<file path="src/rtl/iflw_pkg.sv">
`default_nettype none

package iflw_pkg;

  localparam int unsigned MaxLineBytes = 2048;

  localparam int unsigned ByteW       = 8;
  localparam int unsigned PosW        = 12;
  localparam int unsigned LineBytesW  = 12;
  localparam int unsigned FrameLinesW = 11;
  localparam int unsigned FillW       = 11;
  localparam int unsigned IndexW      = 12;
  localparam int unsigned OffsetW     = 22;
  localparam int unsigned FsizeW      = LineBytesW + FrameLinesW;
  localparam int unsigned ModCntW     = $clog2(OffsetW);
  localparam int unsigned CfgIdxW     = 1;

  localparam logic [LineBytesW-1:0]  LineBytesRst  = LineBytesW'(1440);
  localparam logic [FrameLinesW-1:0] FrameLinesRst = FrameLinesW'(576);
  localparam logic [LineBytesW-1:0]  LineBytesCap  = LineBytesW'(MaxLineBytes);
  localparam logic [OffsetW-1:0]     OffsetMax     = '1;
  localparam logic [IndexW-1:0]      IndexMax      = '1;
  localparam logic [ModCntW-1:0]     ModLastCnt    = ModCntW'(OffsetW - 1);

  localparam logic [ByteW-1:0] HdrFieldTwoA = 8'h40;
  localparam logic [ByteW-1:0] HdrFieldTwoB = 8'hC0;
  localparam logic [ByteW-1:0] HdrFieldTwoC = 8'hE0;

  localparam logic [CfgIdxW-1:0] CfgLineBytes  = 1'b0;
  localparam logic [CfgIdxW-1:0] CfgFrameLines = 1'b1;

  typedef enum logic [1:0] {
    FieldNone = 2'd0,
    FieldOne  = 2'd1,
    FieldTwo  = 2'd2
  } field_e;

  typedef struct packed {
    logic load_in;
    logic load_fsize;
    logic exec;
    logic mod_step;
  } dp_cmd_t;

  typedef struct packed {
    logic payload;
    logic need_mod;
    logic mod_last;
  } dp_stat_t;

endpackage

`default_nettype wire

</file>
<file path="src/rtl/iflw_ctrl.sv">
`default_nettype none

module iflw_ctrl import iflw_pkg::*; (
  input  wire logic     clk_i,
  input  wire logic     rst_ni,
  input  wire logic     in_valid_i,
  output logic          in_ready_o,
  output logic          out_valid_o,
  input  wire logic     out_ready_i,
  input  wire dp_stat_t stat_i,
  output dp_cmd_t       cmd_o
);

  typedef enum logic [1:0] {
    StIdle,
    StLoad,
    StExec,
    StMod
  } state_e;

  state_e state_q, state_d;
  logic   out_valid_q, out_valid_d;
  logic   out_free;

  assign out_free    = !out_valid_q || out_ready_i;
  assign in_ready_o  = (state_q == StIdle);
  assign out_valid_o = out_valid_q;

  always_comb begin
    cmd_o       = '0;
    state_d     = state_q;
    out_valid_d = out_valid_q && !out_ready_i;
    unique case (state_q)
      StIdle: begin
        if (in_valid_i) begin
          cmd_o.load_in = 1'b1;
          state_d       = StLoad;
        end
      end
      StLoad: begin
        cmd_o.load_fsize = 1'b1;
        state_d          = StExec;
      end
      StExec: begin
        if (!stat_i.payload || out_free) begin
          cmd_o.exec = 1'b1;
          if (stat_i.payload) begin
            out_valid_d = 1'b1;
          end
          state_d = stat_i.need_mod ? StMod : StIdle;
        end
      end
      StMod: begin
        cmd_o.mod_step = 1'b1;
        if (stat_i.mod_last) begin
          state_d = StIdle;
        end
      end
      default: state_d = StIdle;
    endcase
  end

  always_ff @(posedge clk_i or negedge rst_ni) begin
    if (!rst_ni) begin
      state_q     <= StIdle;
      out_valid_q <= 1'b0;
    end else begin
      state_q     <= state_d;
      out_valid_q <= out_valid_d;
    end
  end

endmodule

`default_nettype wire

</file>
<file path="src/rtl/iflw_dp.sv">
`default_nettype none

module iflw_dp import iflw_pkg::*; (
  input  wire logic                   clk_i,
  input  wire logic                   rst_ni,
  input  wire logic                   cfg_we_i,
  input  wire logic [CfgIdxW-1:0]     cfg_index_i,
  input  wire logic [LineBytesW-1:0]  cfg_data_i,
  input  wire logic [ByteW-1:0]       data_byte_i,
  input  wire logic [PosW-1:0]        byte_pos_i,
  input  wire logic [PosW-1:0]        packet_len_i,
  input  wire dp_cmd_t                cmd_i,
  output dp_stat_t                    stat_o,
  output logic [FillW-1:0]            line_pos_o,
  output logic [ByteW-1:0]            pixel_byte_o,
  output logic                        line_commit_o,
  output logic [OffsetW-1:0]          commit_offset_o,
  output logic                        commit_in_range_o,
  output logic                        frame_done_o
);

  logic [LineBytesW-1:0]  line_bytes_q;
  logic [FrameLinesW-1:0] frame_lines_q;

  logic [ByteW-1:0] byte_q;
  logic [PosW-1:0]  pos_q;
  logic [PosW-1:0]  len_q;
  logic [FsizeW-1:0] fsize_q;

  field_e            prev_q;
  logic [FillW-1:0]  fill_q, fill_d;
  logic [IndexW-1:0] idx_q, idx_d;
  logic [OffsetW-1:0] off_q, off_d;

  logic [OffsetW-1:0] dvd_q;
  logic [OffsetW-1:0] rem_q;
  logic [ModCntW-1:0] cnt_q;

  logic [ByteW-1:0]   pix_q;
  logic [FillW-1:0]   lpos_q;
  logic               commit_q, crange_q, done_q;
  logic [OffsetW-1:0] coff_q;

  logic [LineBytesW-1:0] line_eff;
  logic                  in_range, pos_zero, payload, last, commit, done;
  field_e                fld;
  logic [FillW-1:0]      fill0;
  logic [IndexW-1:0]     idx0, idx1;
  logic [OffsetW-1:0]    off0, off1;
  logic [OffsetW:0]      off_sum;
  logic [IndexW:0]       idx_sum;
  logic [FsizeW-1:0]     shifted, sub;

  assign line_eff = (line_bytes_q > LineBytesCap) ? LineBytesCap : line_bytes_q;
  assign in_range = pos_q < len_q;
  assign pos_zero = (pos_q == '0);
  assign fld = (byte_q == HdrFieldTwoA || byte_q == HdrFieldTwoB ||
                byte_q == HdrFieldTwoC) ? FieldTwo : FieldOne;
  assign payload = in_range && (len_q > PosW'(4)) && (len_q != PosW'(8)) &&
                   (pos_q >= PosW'(4));
  assign last    = (pos_q == len_q - PosW'(1));

  always_comb begin
    fill0 = fill_q;
    idx0  = idx_q;
    off0  = off_q;
    if (in_range && pos_zero) begin
      if (prev_q == FieldTwo && fld == FieldOne) begin
        fill0 = FillW'(1);
        idx0  = '0;
        off0  = '0;
      end
      if (prev_q == FieldOne && fld == FieldTwo) begin
        fill0 = FillW'(1);
        idx0  = IndexW'(1);
        off0  = OffsetW'(line_eff);
      end
    end
  end

  assign commit  = ({1'b0, fill0} + 12'd1) >= line_eff;
  assign off_sum = {1'b0, off0} + {(OffsetW - LineBytesW)'(0), line_eff, 1'b0};
  assign off1    = commit ? (off_sum > {1'b0, OffsetMax} ? OffsetMax : off_sum[OffsetW-1:0])
                          : off0;
  assign idx_sum = {1'b0, idx0} + (IndexW + 1)'(2);
  assign idx1    = commit ? (idx_sum > {1'b0, IndexMax} ? IndexMax : idx_sum[IndexW-1:0])
                          : idx0;
  assign done    = payload && last &&
                   (({1'b0, idx1} + (IndexW + 1)'(1)) >= (IndexW + 1)'(frame_lines_q));

  always_comb begin
    fill_d = fill0;
    idx_d  = idx0;
    off_d  = off0;
    if (payload) begin
      fill_d = commit ? '0 : fill0 + FillW'(1);
      idx_d  = idx1;
      off_d  = off1;
      if (last) begin
        if (done) begin
          fill_d = '0;
          idx_d  = '0;
          off_d  = '0;
        end else if (fsize_q == '0) begin
          off_d = '0;
        end
      end
    end
  end

  assign shifted = {rem_q, dvd_q[OffsetW-1]};
  assign sub     = (shifted >= fsize_q) ? shifted - fsize_q : shifted;

  assign stat_o.payload  = payload;
  assign stat_o.need_mod = payload && last && !done && (fsize_q != '0);
  assign stat_o.mod_last = (cnt_q == ModLastCnt);

  always_ff @(posedge clk_i or negedge rst_ni) begin
    if (!rst_ni) begin
      line_bytes_q  <= LineBytesRst;
      frame_lines_q <= FrameLinesRst;
      prev_q        <= FieldNone;
      fill_q        <= '0;
      idx_q         <= '0;
      off_q         <= '0;
      cnt_q         <= '0;
    end else begin
      if (cfg_we_i) begin
        unique case (cfg_index_i)
          CfgLineBytes:  line_bytes_q  <= cfg_data_i;
          CfgFrameLines: frame_lines_q <= cfg_data_i[FrameLinesW-1:0];
          default: ;
        endcase
      end
      if (cmd_i.exec) begin
        if (in_range && pos_zero) begin
          prev_q <= fld;
        end
        fill_q <= fill_d;
        idx_q  <= idx_d;
        off_q  <= off_d;
        cnt_q  <= '0;
      end
      if (cmd_i.mod_step) begin
        cnt_q <= cnt_q + ModCntW'(1);
        if (stat_o.mod_last) begin
          off_q <= sub[OffsetW-1:0];
        end
      end
    end
  end

  always_ff @(posedge clk_i) begin
    if (cmd_i.load_in) begin
      byte_q <= data_byte_i;
      pos_q  <= byte_pos_i;
      len_q  <= packet_len_i;
    end
    if (cmd_i.load_fsize) begin
      fsize_q <= line_eff * frame_lines_q;
    end
    if (cmd_i.exec) begin
      dvd_q <= off1;
      rem_q <= '0;
      if (payload) begin
        pix_q    <= byte_q;
        lpos_q   <= fill0;
        commit_q <= commit;
        coff_q   <= commit ? off0 : '0;
        crange_q <= commit && ({1'b0, off0} < fsize_q);
        done_q   <= done;
      end
    end
    if (cmd_i.mod_step) begin
      dvd_q <= {dvd_q[OffsetW-2:0], 1'b0};
      rem_q <= sub[OffsetW-1:0];
    end
  end

  assign line_pos_o        = lpos_q;
  assign pixel_byte_o      = pix_q;
  assign line_commit_o     = commit_q;
  assign commit_offset_o   = coff_q;
  assign commit_in_range_o = crange_q;
  assign frame_done_o      = done_q;

endmodule

`default_nettype wire

</file>
<file path="src/rtl/interlaced_field_line_weaver_unit.sv">
// Interlaced field line weaver.
// Input channel (in_valid_i/in_ready_o) takes one capture packet byte per item
// with its position and packet length. Output channel (out_valid_o/out_ready_i)
// gives one item per payload byte: line store position and byte, plus line
// commit, commit offset, in-range flag and frame done. Header bytes, short
// packets and out-of-range positions give no item.
// Configuration channel (cfg_valid_i/cfg_ready_o) writes line_bytes (index 0)
// or frame_lines (index 1); it is always ready. Write only while idle.
// Each item passes through the load and execute states to its result in the
// output register; the byte that ends a payload packet and does not end the
// frame, with a nonzero frame size, then wraps the frame offset modulo the
// frame size, one remainder bit per cycle. A new item is accepted only once
// the unit is back in idle. The output register holds a result while the
// receiver stalls; the next item is still accepted and waits only when it has
// its own result to place. Reset clears the field, line and offset state and
// loads the register defaults of 1440 line bytes and 576 frame lines.
`default_nettype none

module interlaced_field_line_weaver_unit import iflw_pkg::*; (
  input  wire logic                  clk_i,
  input  wire logic                  rst_ni,
  input  wire logic                  cfg_valid_i,
  output logic                       cfg_ready_o,
  input  wire logic [CfgIdxW-1:0]    cfg_index_i,
  input  wire logic [LineBytesW-1:0] cfg_data_i,
  input  wire logic                  in_valid_i,
  output logic                       in_ready_o,
  input  wire logic [ByteW-1:0]      data_byte_i,
  input  wire logic [PosW-1:0]       byte_pos_i,
  input  wire logic [PosW-1:0]       packet_len_i,
  output logic                       out_valid_o,
  input  wire logic                  out_ready_i,
  output logic [FillW-1:0]           line_pos_o,
  output logic [ByteW-1:0]           pixel_byte_o,
  output logic                       line_commit_o,
  output logic [OffsetW-1:0]         commit_offset_o,
  output logic                       commit_in_range_o,
  output logic                       frame_done_o
);

  dp_cmd_t  cmd;
  dp_stat_t stat;

  assign cfg_ready_o = 1'b1;

  iflw_ctrl u_ctrl (
    .clk_i       (clk_i),
    .rst_ni      (rst_ni),
    .in_valid_i  (in_valid_i),
    .in_ready_o  (in_ready_o),
    .out_valid_o (out_valid_o),
    .out_ready_i (out_ready_i),
    .stat_i      (stat),
    .cmd_o       (cmd)
  );

  iflw_dp u_dp (
    .clk_i             (clk_i),
    .rst_ni            (rst_ni),
    .cfg_we_i          (cfg_valid_i),
    .cfg_index_i       (cfg_index_i),
    .cfg_data_i        (cfg_data_i),
    .data_byte_i       (data_byte_i),
    .byte_pos_i        (byte_pos_i),
    .packet_len_i      (packet_len_i),
    .cmd_i             (cmd),
    .stat_o            (stat),
    .line_pos_o        (line_pos_o),
    .pixel_byte_o      (pixel_byte_o),
    .line_commit_o     (line_commit_o),
    .commit_offset_o   (commit_offset_o),
    .commit_in_range_o (commit_in_range_o),
    .frame_done_o      (frame_done_o)
  );

endmodule

`default_nettype wire
</file>
<file path="config.mk">
export PLATFORM = sky130hd
export DESIGN_NAME = interlaced_field_line_weaver_unit
export DESIGN_NICKNAME = d
export VERILOG_FILES = /design/src/rtl/iflw_pkg.sv /design/src/rtl/iflw_ctrl.sv /design/src/rtl/iflw_dp.sv /design/src/rtl/interlaced_field_line_weaver_unit.sv
export SDC_FILE = /design/constraint.sdc
export NUM_CORES = 1
export LEC_CHECK = 0
export BUFFER_PORTS_ARGS = -buffer_cell sky130_fd_sc_hd__buf_2
export CORE_ASPECT_RATIO = 0.6
export CORE_MARGIN = 8
export CORE_UTILIZATION = 57
export DETAILED_ROUTE_END_ITERATION = 6
export PLACE_DENSITY_LB_ADDON = 0.2
export SYNTH_ARGS = -nofsm -noshare
export SYNTH_HDL_FRONTEND = slang
export SYNTH_SLANG_ARGS = --single-unit
</file>
<file path="constraint.sdc">
create_clock -name clk_i -period 7.84 [get_ports clk_i]
set_input_delay 1.96 -clock clk_i [delete_from_list [all_inputs] [get_ports clk_i]]
set_output_delay 1.96 -clock clk_i [all_outputs]
set_load 0.05 [all_outputs]
</file>
==> impl_metrics.tcl, run 1 <==
set metrics [dict create \
    switching_share 0.4813 \
    tightest_slew_ps 1245 \
    hold_start "u_dp.byte_q[1]$_DFFE_PP_" \
    n_antenna_cell 0 \
    finClkSkew_ps 27.81 \
    cp-startpoint "u_dp.byte_q[0]$_DFFE_PP_" \
    synth_ff_type "edfxtp_1" \
    fin_tns_setup_ps 0 \
    maxCapViolCount 0 \
    cp-end-kind "flop" \
    max_stage_delay_ps 590 \
    crit_type "reg -> reg" \
    htree_levels 1 \
    regToRegEndpoint "u_dp.off_q[20]$_DFF_PN0_" \
    drc 0 \
    antenna_left 0 \
    clockPowerShare 0.140 \
    met2_usage 0.3936 \
    place_area_sq_um 19010 \
    hpwlAfterDp_mm 41.09 \
    syn_nets 2200 \
    synth_top_cell_by_area "edfxtp_1" \
    ff2ff_path_depth 32 \
    netlist_instances 1899 \
    status "finished clean" \
    syn2layout_area_growth_pct 11.14 \
    ioPinCount 97 \
    period_share 0.9618 \
    die_y_um 153.4 \
    cp-start-kind "flop" \
    cts_buffers 24 \
    synth_seq_area_share 0.3479 \
    peakVddDrop_v 0.0003433 \
    grt_pass1_vias 14580 \
    route.vias.total 15080 \
    postSynth.asyncResetShare 0.3529 \
    yosysTopAreaCellShare 0.2376 \
    dp.cells 2377 \
    drt_iter0_markers 1630 \
    first_pass_iters 6 \
    fin_crit_ps 7540 \
    die_w_um 245.1 \
    drive_gt1_frac 0.1274 \
    finalHoldViolations 0 \
    via_per_inst 6.214 \
    hp-class "reg -> reg" \
    reg2reg_slack_ps 300 \
    port_buffers 95 \
    postCtsHoldBufs 0 \
    clockBufferDepth 3 \
    cts.sinks 221 \
    grt.total_usage 0.2797 \
    path_clk_slew_ps 70 \
    cts_tree "yes" \
    synth_edf_count 142 \
    syn_area_sq_um 17940 \
    grt-busiest-layer "met1" \
    yosysWarningCount 0 \
    grt_max_degree 71 \
    slowest_stage "or4_4" \
    antenna_found_initial 1 \
    grt_pass1_wl_mm 83.74 \
    layout.nets 2293 \
    clk_latency_ps 550 \
    worst-path-max-fanout 8 \
    cp.required_ps 8300 \
    routed_wl_mm 53.87 \
    layout_commonest_cell "nand2_1" \
    r2r_start "u_dp.byte_q[0]$_DFFE_PP_" \
    cts_root_buf "clkbuf_16" \
    grt-ovfl-total 0 \
    ys_types 82 \
    arrival_ps 8000 \
    pwr-share-seq 0.242 \
    final_cell_count_no_fill 2426 \
    p_switching_w 0.004201 \
    p_leak_nw 8.894 \
    rows 50 \
    ys_seq_elements 221 \
    hold-worst-slack_ps 449.1 \
    gp_congestion 0.9296 \
    powerDensity_nw_per_um2 437.6 \
    fmax_ghz 0.1326 \
    global_route.usage.met1 0.4242 \
    nFillCells 2585 \
    fin_ws_ps 299.5 \
    setup_violations 0 \
    finalMaxSlewViolations 0 \
    syn_avg_cell_area_sq_um 9.450 \
    die_area_sq_um 37600 \
    critPathCapture "u_dp.off_q[20]$_DFF_PN0_" \
    wl_per_cell_um 22.20 \
    place_ws_ps -184.9 \
    start_util 0.5771 \
    internal-power_w 0.004527 \
    fin_area_sq_um 19940 \
    synth.area.top_cells "edfxtp_1 24%, ha_1 11%, fa_1 10%" \
    gr-usage-met3 0.06840 \
    coreArea_sq_um 31090 \
    maxSlewHeadroom 0.1683 \
    combinationalPowerShare 0.618 \
    layout_common_cells "189 x nand2_1, 182 x inv_1, 168 x nor2_1, 159 x ha_1, 142 x edfxtp_1" \
]
critical path: cells and delay by family (launching register included):
| kind | cells | cell delay, ps |
|---|---|---|
| simple gates | 13 | 2740 |
| compound gates | 10 | 2420 |
| fa+ha+maj | 3 | 860 |
| buf+inv | 3 | 550 |
| xor+xnor | 3 | 480 |
| flops | 1 | 390 |
sequential cells by signal, summed over array words and instances (netlist names), 5 cells and up:
name and count:
u_dp.dvd_q 22, u_dp.fill_q 11, u_dp.len_q 12, u_dp.rem_q 22, u_dp.off_q 22, u_dp.byte_q 8, u_dp.commit_offset_o 22, u_dp.pixel_byte_o 8
u_dp.cnt_q 5, u_dp.idx_q 12, u_dp.line_pos_o 11, u_dp.frame_lines_q 11, u_dp.fsize_q 23, u_dp.pos_q 12, u_dp.line_bytes_q 12
cell usage after synthesis (all sizes together) (6+ instances only):
master / instances
nand2: 189
inv: 184
nor2: 169
ha: 160
edfxtp: 142
a21oi: 104
o21ai: 97
fa: 91
dfrtp: 72
clkbuf: 69
xnor2: 64
and2: 47
nand3: 41
nor3: 37
nor2b: 30
mux2: 26
xor2: 25
nand2b: 24
nand4: 24
a21o: 21
a31oi: 20
and3: 19
mux2i: 18
nor4: 18
o21a: 17
a22oi: 16
a22o: 15
buf: 12
o211ai: 11
or3: 11
a32o: 10
a211oi: 8
a21boi: 8
o21bai: 7
o22ai: 7
o311ai: 7
a2111oi: 6
dfstp: 6
logic make-up (layout without fill, tap and decap cells):
family	count (synthesis)	after routing	synth area share
and+or+nand+nor	632	632	0.1682
muxes	44	44	0.02636
xor gates and xnor gates	89	89	0.04344
DFF	221	221	0.3479
other	1	1	0.0002090
AOI/OAI and AO/OA	391	391	0.1429
buffers and inverters	270	381	0.05780
adders and majority gates	251	251	0.2131
how the worst min path moves through the flow:
stage | slack [ps] | to | depth (start not counted)
after floorplan | 420 | u_dp.pixel_byte_o[1]$_DFFE_PP_ | 0
after global placement | 420 | u_dp.pixel_byte_o[1]$_DFFE_PP_ | 0
after detailed placement | 430 | u_dp.pixel_byte_o[1]$_DFFE_PP_ | 0
after CTS | 450 | u_dp.pixel_byte_o[1]$_DFFE_PP_ | 0
after global routing | 460 | u_dp.pixel_byte_o[1]$_DFFE_PP_ | 0
final | 450 | u_dp.pixel_byte_o[1]$_DFFE_PP_ | 0
final cells by class:
type / instances / area, sq um / share of cell area
Clock buffer: 28 / 615.6 / 0.03087
Clock inverter: 16 / 217.7 / 0.01092
Inverter: 189 / 711.9 / 0.03570
Multi-Input combinational cell: 1408 / 10760 / 0.5393
Sequential cell: 221 / 6243 / 0.3130
Tap cell: 416 / 520.5 / 0.02610
Timing Repair Buffer: 148 / 879.6 / 0.04410
metal layers:
metal  routed length, um  up-vias
met2               22090      813
met1               24720     7340
met5                  16        -
li1                    -     6832
met3                5781       88
met4                1259        2
through the flow:
stage | total power [W] | utilization
floorplan | 0.005823 | -
global placement | 0.007231 | 0.6115
detailed placement | 0.007362 | 0.6115
CTS | 0.008631 | 0.6393
global route | 0.009348 | 0.6414
finish | 0.008728 | 0.6414
power by group through the flow:
stage               combinational (W)  sequential (W)  clock, W
floorplan                     0.00365         0.00218         0
global placement              0.00512         0.00211         0
detailed placement            0.00525         0.00212         0
CTS                           0.00530         0.00210   0.00123
global route                  0.00593         0.00215   0.00127
finish                        0.00540         0.00211   0.00122
what timing repair did:
item	in CTS	in global routing
cloned	0	0
resized for setup	0	19
setup endpoints to repair	33	48
pin swaps	1	2
buffers inserted	4	1
endpoints found under the hold margin	0	0
No activity file was read; power rests on OpenSTA's default activity.
==> inputs of run 2 (changes only) <==
ABC_CLOCK_PERIOD_IN_PS = 7840   (was unset)
CORE_MARGIN = 2   (was 8)
==> impl_metrics.tcl, run 2 (synthesis gave the netlist of run 1 again) <==
set metrics [dict create \
    status "finished clean" \
    cp-end-kind "flop" \
    min_path_cells 0 \
    dp.cells 2381 \
    cts_buffers 24 \
    syn2layout_area_growth_pct 11.13 \
    first_pass_iters 7 \
    arrival_ps 7930 \
    reg2reg_slack_ps 380 \
    fmax_ghz 0.1340 \
    hpwlAfterDp_mm 40.81 \
    grt_pass1_vias 14630 \
    cp.required_ps 8300 \
    tightest_slew_ps 1321 \
    port_buffers 95 \
    clockBufferDepth 3 \
    fin_crit_ps 7465 \
    period_share 0.9522 \
    wl_per_cell_um 22.06 \
    maxSlewHeadroom 0.1175 \
    layout_commonest_cell "nand2_1" \
    htree_levels 1 \
    die_area_sq_um 32960 \
    fin_tns_setup_ps 0 \
    finalHoldViolations 0 \
    n_antenna_cell 0 \
    clk_latency_ps 550 \
    final_cell_count_no_fill 2428 \
    setup_violations 0 \
    antenna_left 0 \
    coreArea_sq_um 31090 \
    place_area_sq_um 19040 \
    hold_end "u_dp.pixel_byte_o[2]$_DFFE_PP_" \
    largest_register "u_dp.fsize_q" \
    regToRegEndpoint "u_dp.off_q[1]$_DFF_PN0_" \
    cts_root_buf "clkbuf_16" \
    powerDensity_nw_per_um2 435.4 \
    drc 0 \
    die_y_um 141.4 \
    slowest_stage "or4_4" \
    r2r_start "u_dp.byte_q[0]$_DFFE_PP_" \
    p_leak_nw 8.908 \
    hold-worst-slack_ps 452.9 \
    via_per_inst 6.221 \
    grt.total_usage 0.3283 \
    finalMaxSlewViolations 0 \
    start_util 0.5771 \
    p_total_w 0.008683 \
    layout_common_cells "189 x nand2_1, 183 x inv_1, 168 x nor2_1, 160 x ha_1, 142 x edfxtp_1" \
    hold_start "u_dp.byte_q[2]$_DFFE_PP_" \
    fin_area_sq_um 19940 \
    route.vias.total 15100 \
    largest_reg_flops 23 \
    grt-ovfl-total 0 \
    ioPinCount 97 \
    drive_gt1_frac 0.1252 \
    ff2ff_path_depth 33 \
    crit_type "reg -> reg" \
    cts_tree "yes" \
    grt_max_degree 68 \
    drt_iter0_markers 1732 \
    grt_pass1_wl_mm 83.39 \
    routed_wl_mm 53.55 \
    maxCapViolCount 0 \
    die_w_um 233.1 \
    gp_congestion 1.003 \
    cts.sinks 221 \
    cp-start-kind "flop" \
    finClkSkew_ps 20.43 \
    antenna_found_initial 3 \
    hp-class "reg -> reg" \
    worst-path-max-fanout 15 \
    max_stage_delay_ps 580 \
    peakVddDrop_v 0.0004315 \
    rows 50 \
    path_clk_slew_ps 60 \
    postCtsHoldBufs 0 \
    layout.nets 2295 \
]
## run 2: final cells by class
type | count | area (sq um)
fillers | 2526 | 11150
well taps | 416 | 520.5
flip-flops and latches | 221 | 6243
multi-input cells | 1408 | 10740
repair buffers | 150 | 902.1
inverters | 189 | 709.4
clock buffers | 33 | 674.4
clock inverters | 11 | 148.9
## run 2: repair_timing
item / 4_1_cts / 5_1_grt
setup endpoints to repair: 43 / 48
gates resized for setup: 1 / 15
endpoints found under the hold margin: 0 / 0
buffers inserted: 3 / 0
pin swaps: 1 / 2
cloned: 0 / 0
## run 2: worst max-delay path by stage
stage                                        start                        to  slack, ps  cells after the start
final                     u_dp.byte_q[0]$_DFFE_PP_   u_dp.off_q[1]$_DFF_PN0_        380                     33
after global routing      u_dp.byte_q[0]$_DFFE_PP_   u_dp.off_q[1]$_DFF_PN0_         -8                     32
after CTS                 u_dp.byte_q[0]$_DFFE_PP_   u_dp.off_q[1]$_DFF_PN0_         70                     31
after detailed placement  u_dp.byte_q[0]$_DFFE_PP_   u_dp.off_q[6]$_DFF_PN0_       -160                     29
after global placement    u_dp.byte_q[0]$_DFFE_PP_   u_dp.off_q[6]$_DFF_PN0_        220                     30
after floorplan           u_dp.byte_q[0]$_DFFE_PP_  u_dp.off_q[19]$_DFF_PN0_          5                     33
## run 2: metrics by stage
step	worst slack, ps	utilization
floorplan	5.149	-
global placement	219.5	0.6125
detailed placement	-155.6	0.6125
CTS	70.60	0.6398
global route	-7.848	0.6414
finish	375.1	0.6414
## run 2: power by group
group	total [W]	leakage (nW)	internal, W	switching [W]
combinational	0.00537	6.16	0.00199	0.00338
sequential	0.00212	2.35	0.00183	0.000289
clock	0.00120	0.399	0.000703	0.000498
## run 2: worst max-delay path: cells and delay by family, from the launching register on
| kind | cells | cell delay, ps |
|---|---|---|
| simple gates | 13 | 2690 |
| fa+ha+maj | 2 | 540 |
| flops | 1 | 380 |
| xor+xnor | 1 | 140 |
| compound gates | 11 | 2490 |
| buf+inv | 6 | 1100 |
## run 2: per-layer routing
layer	routed length, um	vias up	part of all wire	track usage
li1	-	6851	-	-
met2	21830	817	0.41	0.4656
met5	0	-	0	0
met4	1200	0	0.022	0.07342
met3	6320	75	0.12	0.07958
met1	24210	7361	0.45	0.5047
==> inputs of run 3 (changes only) <==
PLACE_DENSITY = 0.8   (was unset)
PLACE_DENSITY_LB_ADDON = unset   (was 0.2)
RECOVER_POWER = 25   (was unset)
==> impl_metrics.tcl, run 3 (synthesis gave the netlist of run 1 again) <==
set metrics [dict create \
    multi_input_area_sq_um 10750 \
    largest_register "u_dp.fsize_q" \
    largest_reg_flops 23 \
    layout_common_cells "189 x nand2_1, 182 x inv_1, 168 x nor2_1, 158 x ha_1, 142 x edfxtp_1" \
    antenna_found_initial 1 \
    p_leak_nw 8.876 \
    cts.sinks 221 \
    wl_per_cell_um 22.11 \
    slowest_stage "or4_4" \
    pwr-share-seq 0.243 \
    cp.required_ps 8310 \
    finalHoldViolations 0 \
    path_clk_slew_ps 70 \
    start_util 0.5771 \
    final_cell_count_no_fill 2425 \
    clk_latency_ps 570 \
    ff2ff_path_depth 31 \
    gp_congestion 0.9854 \
    tightest_slew_ps 4305 \
    p_switching_w 0.004195 \
    grt-busiest-layer "met1" \
    grt-ovfl-total 0 \
    grt.total_usage 0.3307 \
    cp-start-kind "flop" \
    nFillCells 2466 \
    drive_gt1_frac 0.1234 \
    powerDensity_nw_per_um2 436.3 \
    place_area_sq_um 19020 \
    drt_iter0_markers 1593 \
    cp-end-kind "flop" \
    switching_share 0.4826 \
    die_area_sq_um 32960 \
    htree_levels 1 \
    die_y_um 141.4 \
    hpwlAfterDp_mm 40.65 \
    dp.cells 2378 \
    min_path_cells 0 \
    fin_crit_ps 7522 \
    maxSlewHeadroom -1.870 \
    violations "max-capacitance violations, max-slew violations" \
    clockBufferDepth 3 \
    hp-class "reg -> reg" \
    fin_tns_setup_ps 0 \
    fin_area_sq_um 19930 \
    grt_max_degree 71 \
    grt_pass1_vias 15150 \
    worst-path-max-fanout 13 \
    setup_violations 0 \
    drc 0 \
    cts_buffers 23 \
    maxCapViolCount 1 \
    seqCellArea_sq_um 6243 \
    max_stage_delay_ps 580 \
    routed_wl_mm 53.61 \
    clockPowerShare 0.139 \
    peakVddDrop_v 0.0004123 \
    status "complete, but fails checks" \
    internal-power_w 0.004498 \
    gr-usage-met3 0.09325 \
    antenna_left 0 \
    syn2layout_area_growth_pct 11.04 \
    reg2reg_slack_ps 320 \
    arrival_ps 7990 \
    n_antenna_cell 0 \
    crit_type "reg -> reg" \
    global_route.usage.met1 0.4970 \
    first_pass_iters 5 \
    route.vias.total 15330 \
    grt_pass1_wl_mm 84.33 \
    finalMaxSlewViolations 71 \
    port_buffers 95 \
    cts_root_buf "clkbuf_16" \
    via_per_inst 6.320 \
    utilization 0.6408 \
    layout.nets 2293 \
    fmax_ghz 0.1329 \
    postCtsHoldBufs 0 \
    met2_usage 0.4692 \
    combinationalPowerShare 0.618 \
    rows 50 \
    layout_commonest_cell "nand2_1" \
    fin_ws_ps 317.7 \
    die_w_um 233.1 \
    place_ws_ps -239.7 \
    coreArea_sq_um 31090 \
    period_share 0.9595 \
    ioPinCount 97 \
    finClkSkew_ps 47.37 \
    cts_tree "yes" \
]
run 3: area by class of cell:
class / count / share of cell area
clock buffer: 28 / 0.03190
clock inverter: 14 / 0.009356
inverter: 189 / 0.03560
multi-input combinational: 1408 / 0.5395
sequential: 221 / 0.3133
tap: 416 / 0.02612
timing repair buffer: 149 / 0.04414
run 3: repair_timing:
item | in CTS | in global routing
hold endpoints to repair | 0 | 0
pin swaps | 0 | 6
setup endpoints to repair | 44 | 48
buffers inserted | 2 | 3
resized for setup | 2 | 17
gates cloned | 0 | 0
run 3: per-stage QoR:
stage               hold slack, ps  power, W
detailed placement           425.4  0.007320
CTS                          442.2  0.008577
global placement             424.5  0.007146
floorplan                    416.8  0.005823
finish                       440.0  0.008693
global route                 455.3  0.009316
run 3: path summary, 6_finish.rpt:
check / start / end
hold / removal: u_dp.byte_q[1]$_DFFE_PP_ / u_dp.pixel_byte_o[1]$_DFFE_PP_
setup / recovery: u_dp.byte_q[0]$_DFFE_PP_ / u_dp.off_q[19]$_DFF_PN0_
max in group asynchronous: rst_ni / u_dp.idx_q[6]$_DFFE_PN0P_
setup reg to reg: u_dp.byte_q[0]$_DFFE_PP_ / u_dp.off_q[19]$_DFF_PN0_
min in group asynchronous: rst_ni / u_dp.line_bytes_q[11]$_DFFE_PN0P_
hold reg to reg: u_dp.byte_q[1]$_DFFE_PP_ / u_dp.pixel_byte_o[1]$_DFFE_PP_
run 3: routing by layer:
metal  share of wire  up-vias
met5               0        -
met4           0.024        0
met3            0.13      105
met2            0.41      953
met1            0.44     7416
li1                -     6853
run 3: power groups by stage:
stage	Sequential [W]	Combinational [W]	Clock, W
floorplan	0.00218	0.00365	0
global placement	0.00210	0.00504	0
detailed placement	0.00211	0.00521	0
CTS	0.00209	0.00527	0.00122
global route	0.00214	0.00591	0.00126
finish	0.00211	0.00537	0.00121
run 3: critical path: cells and delay by family (launching register included):
kind / cells / cell delay, ps
fa+ha+maj: 3 / 910
compound gates: 12 / 2550
simple gates: 10 / 2440
xor+xnor: 2 / 350
buf+inv: 4 / 790
flops: 1 / 390
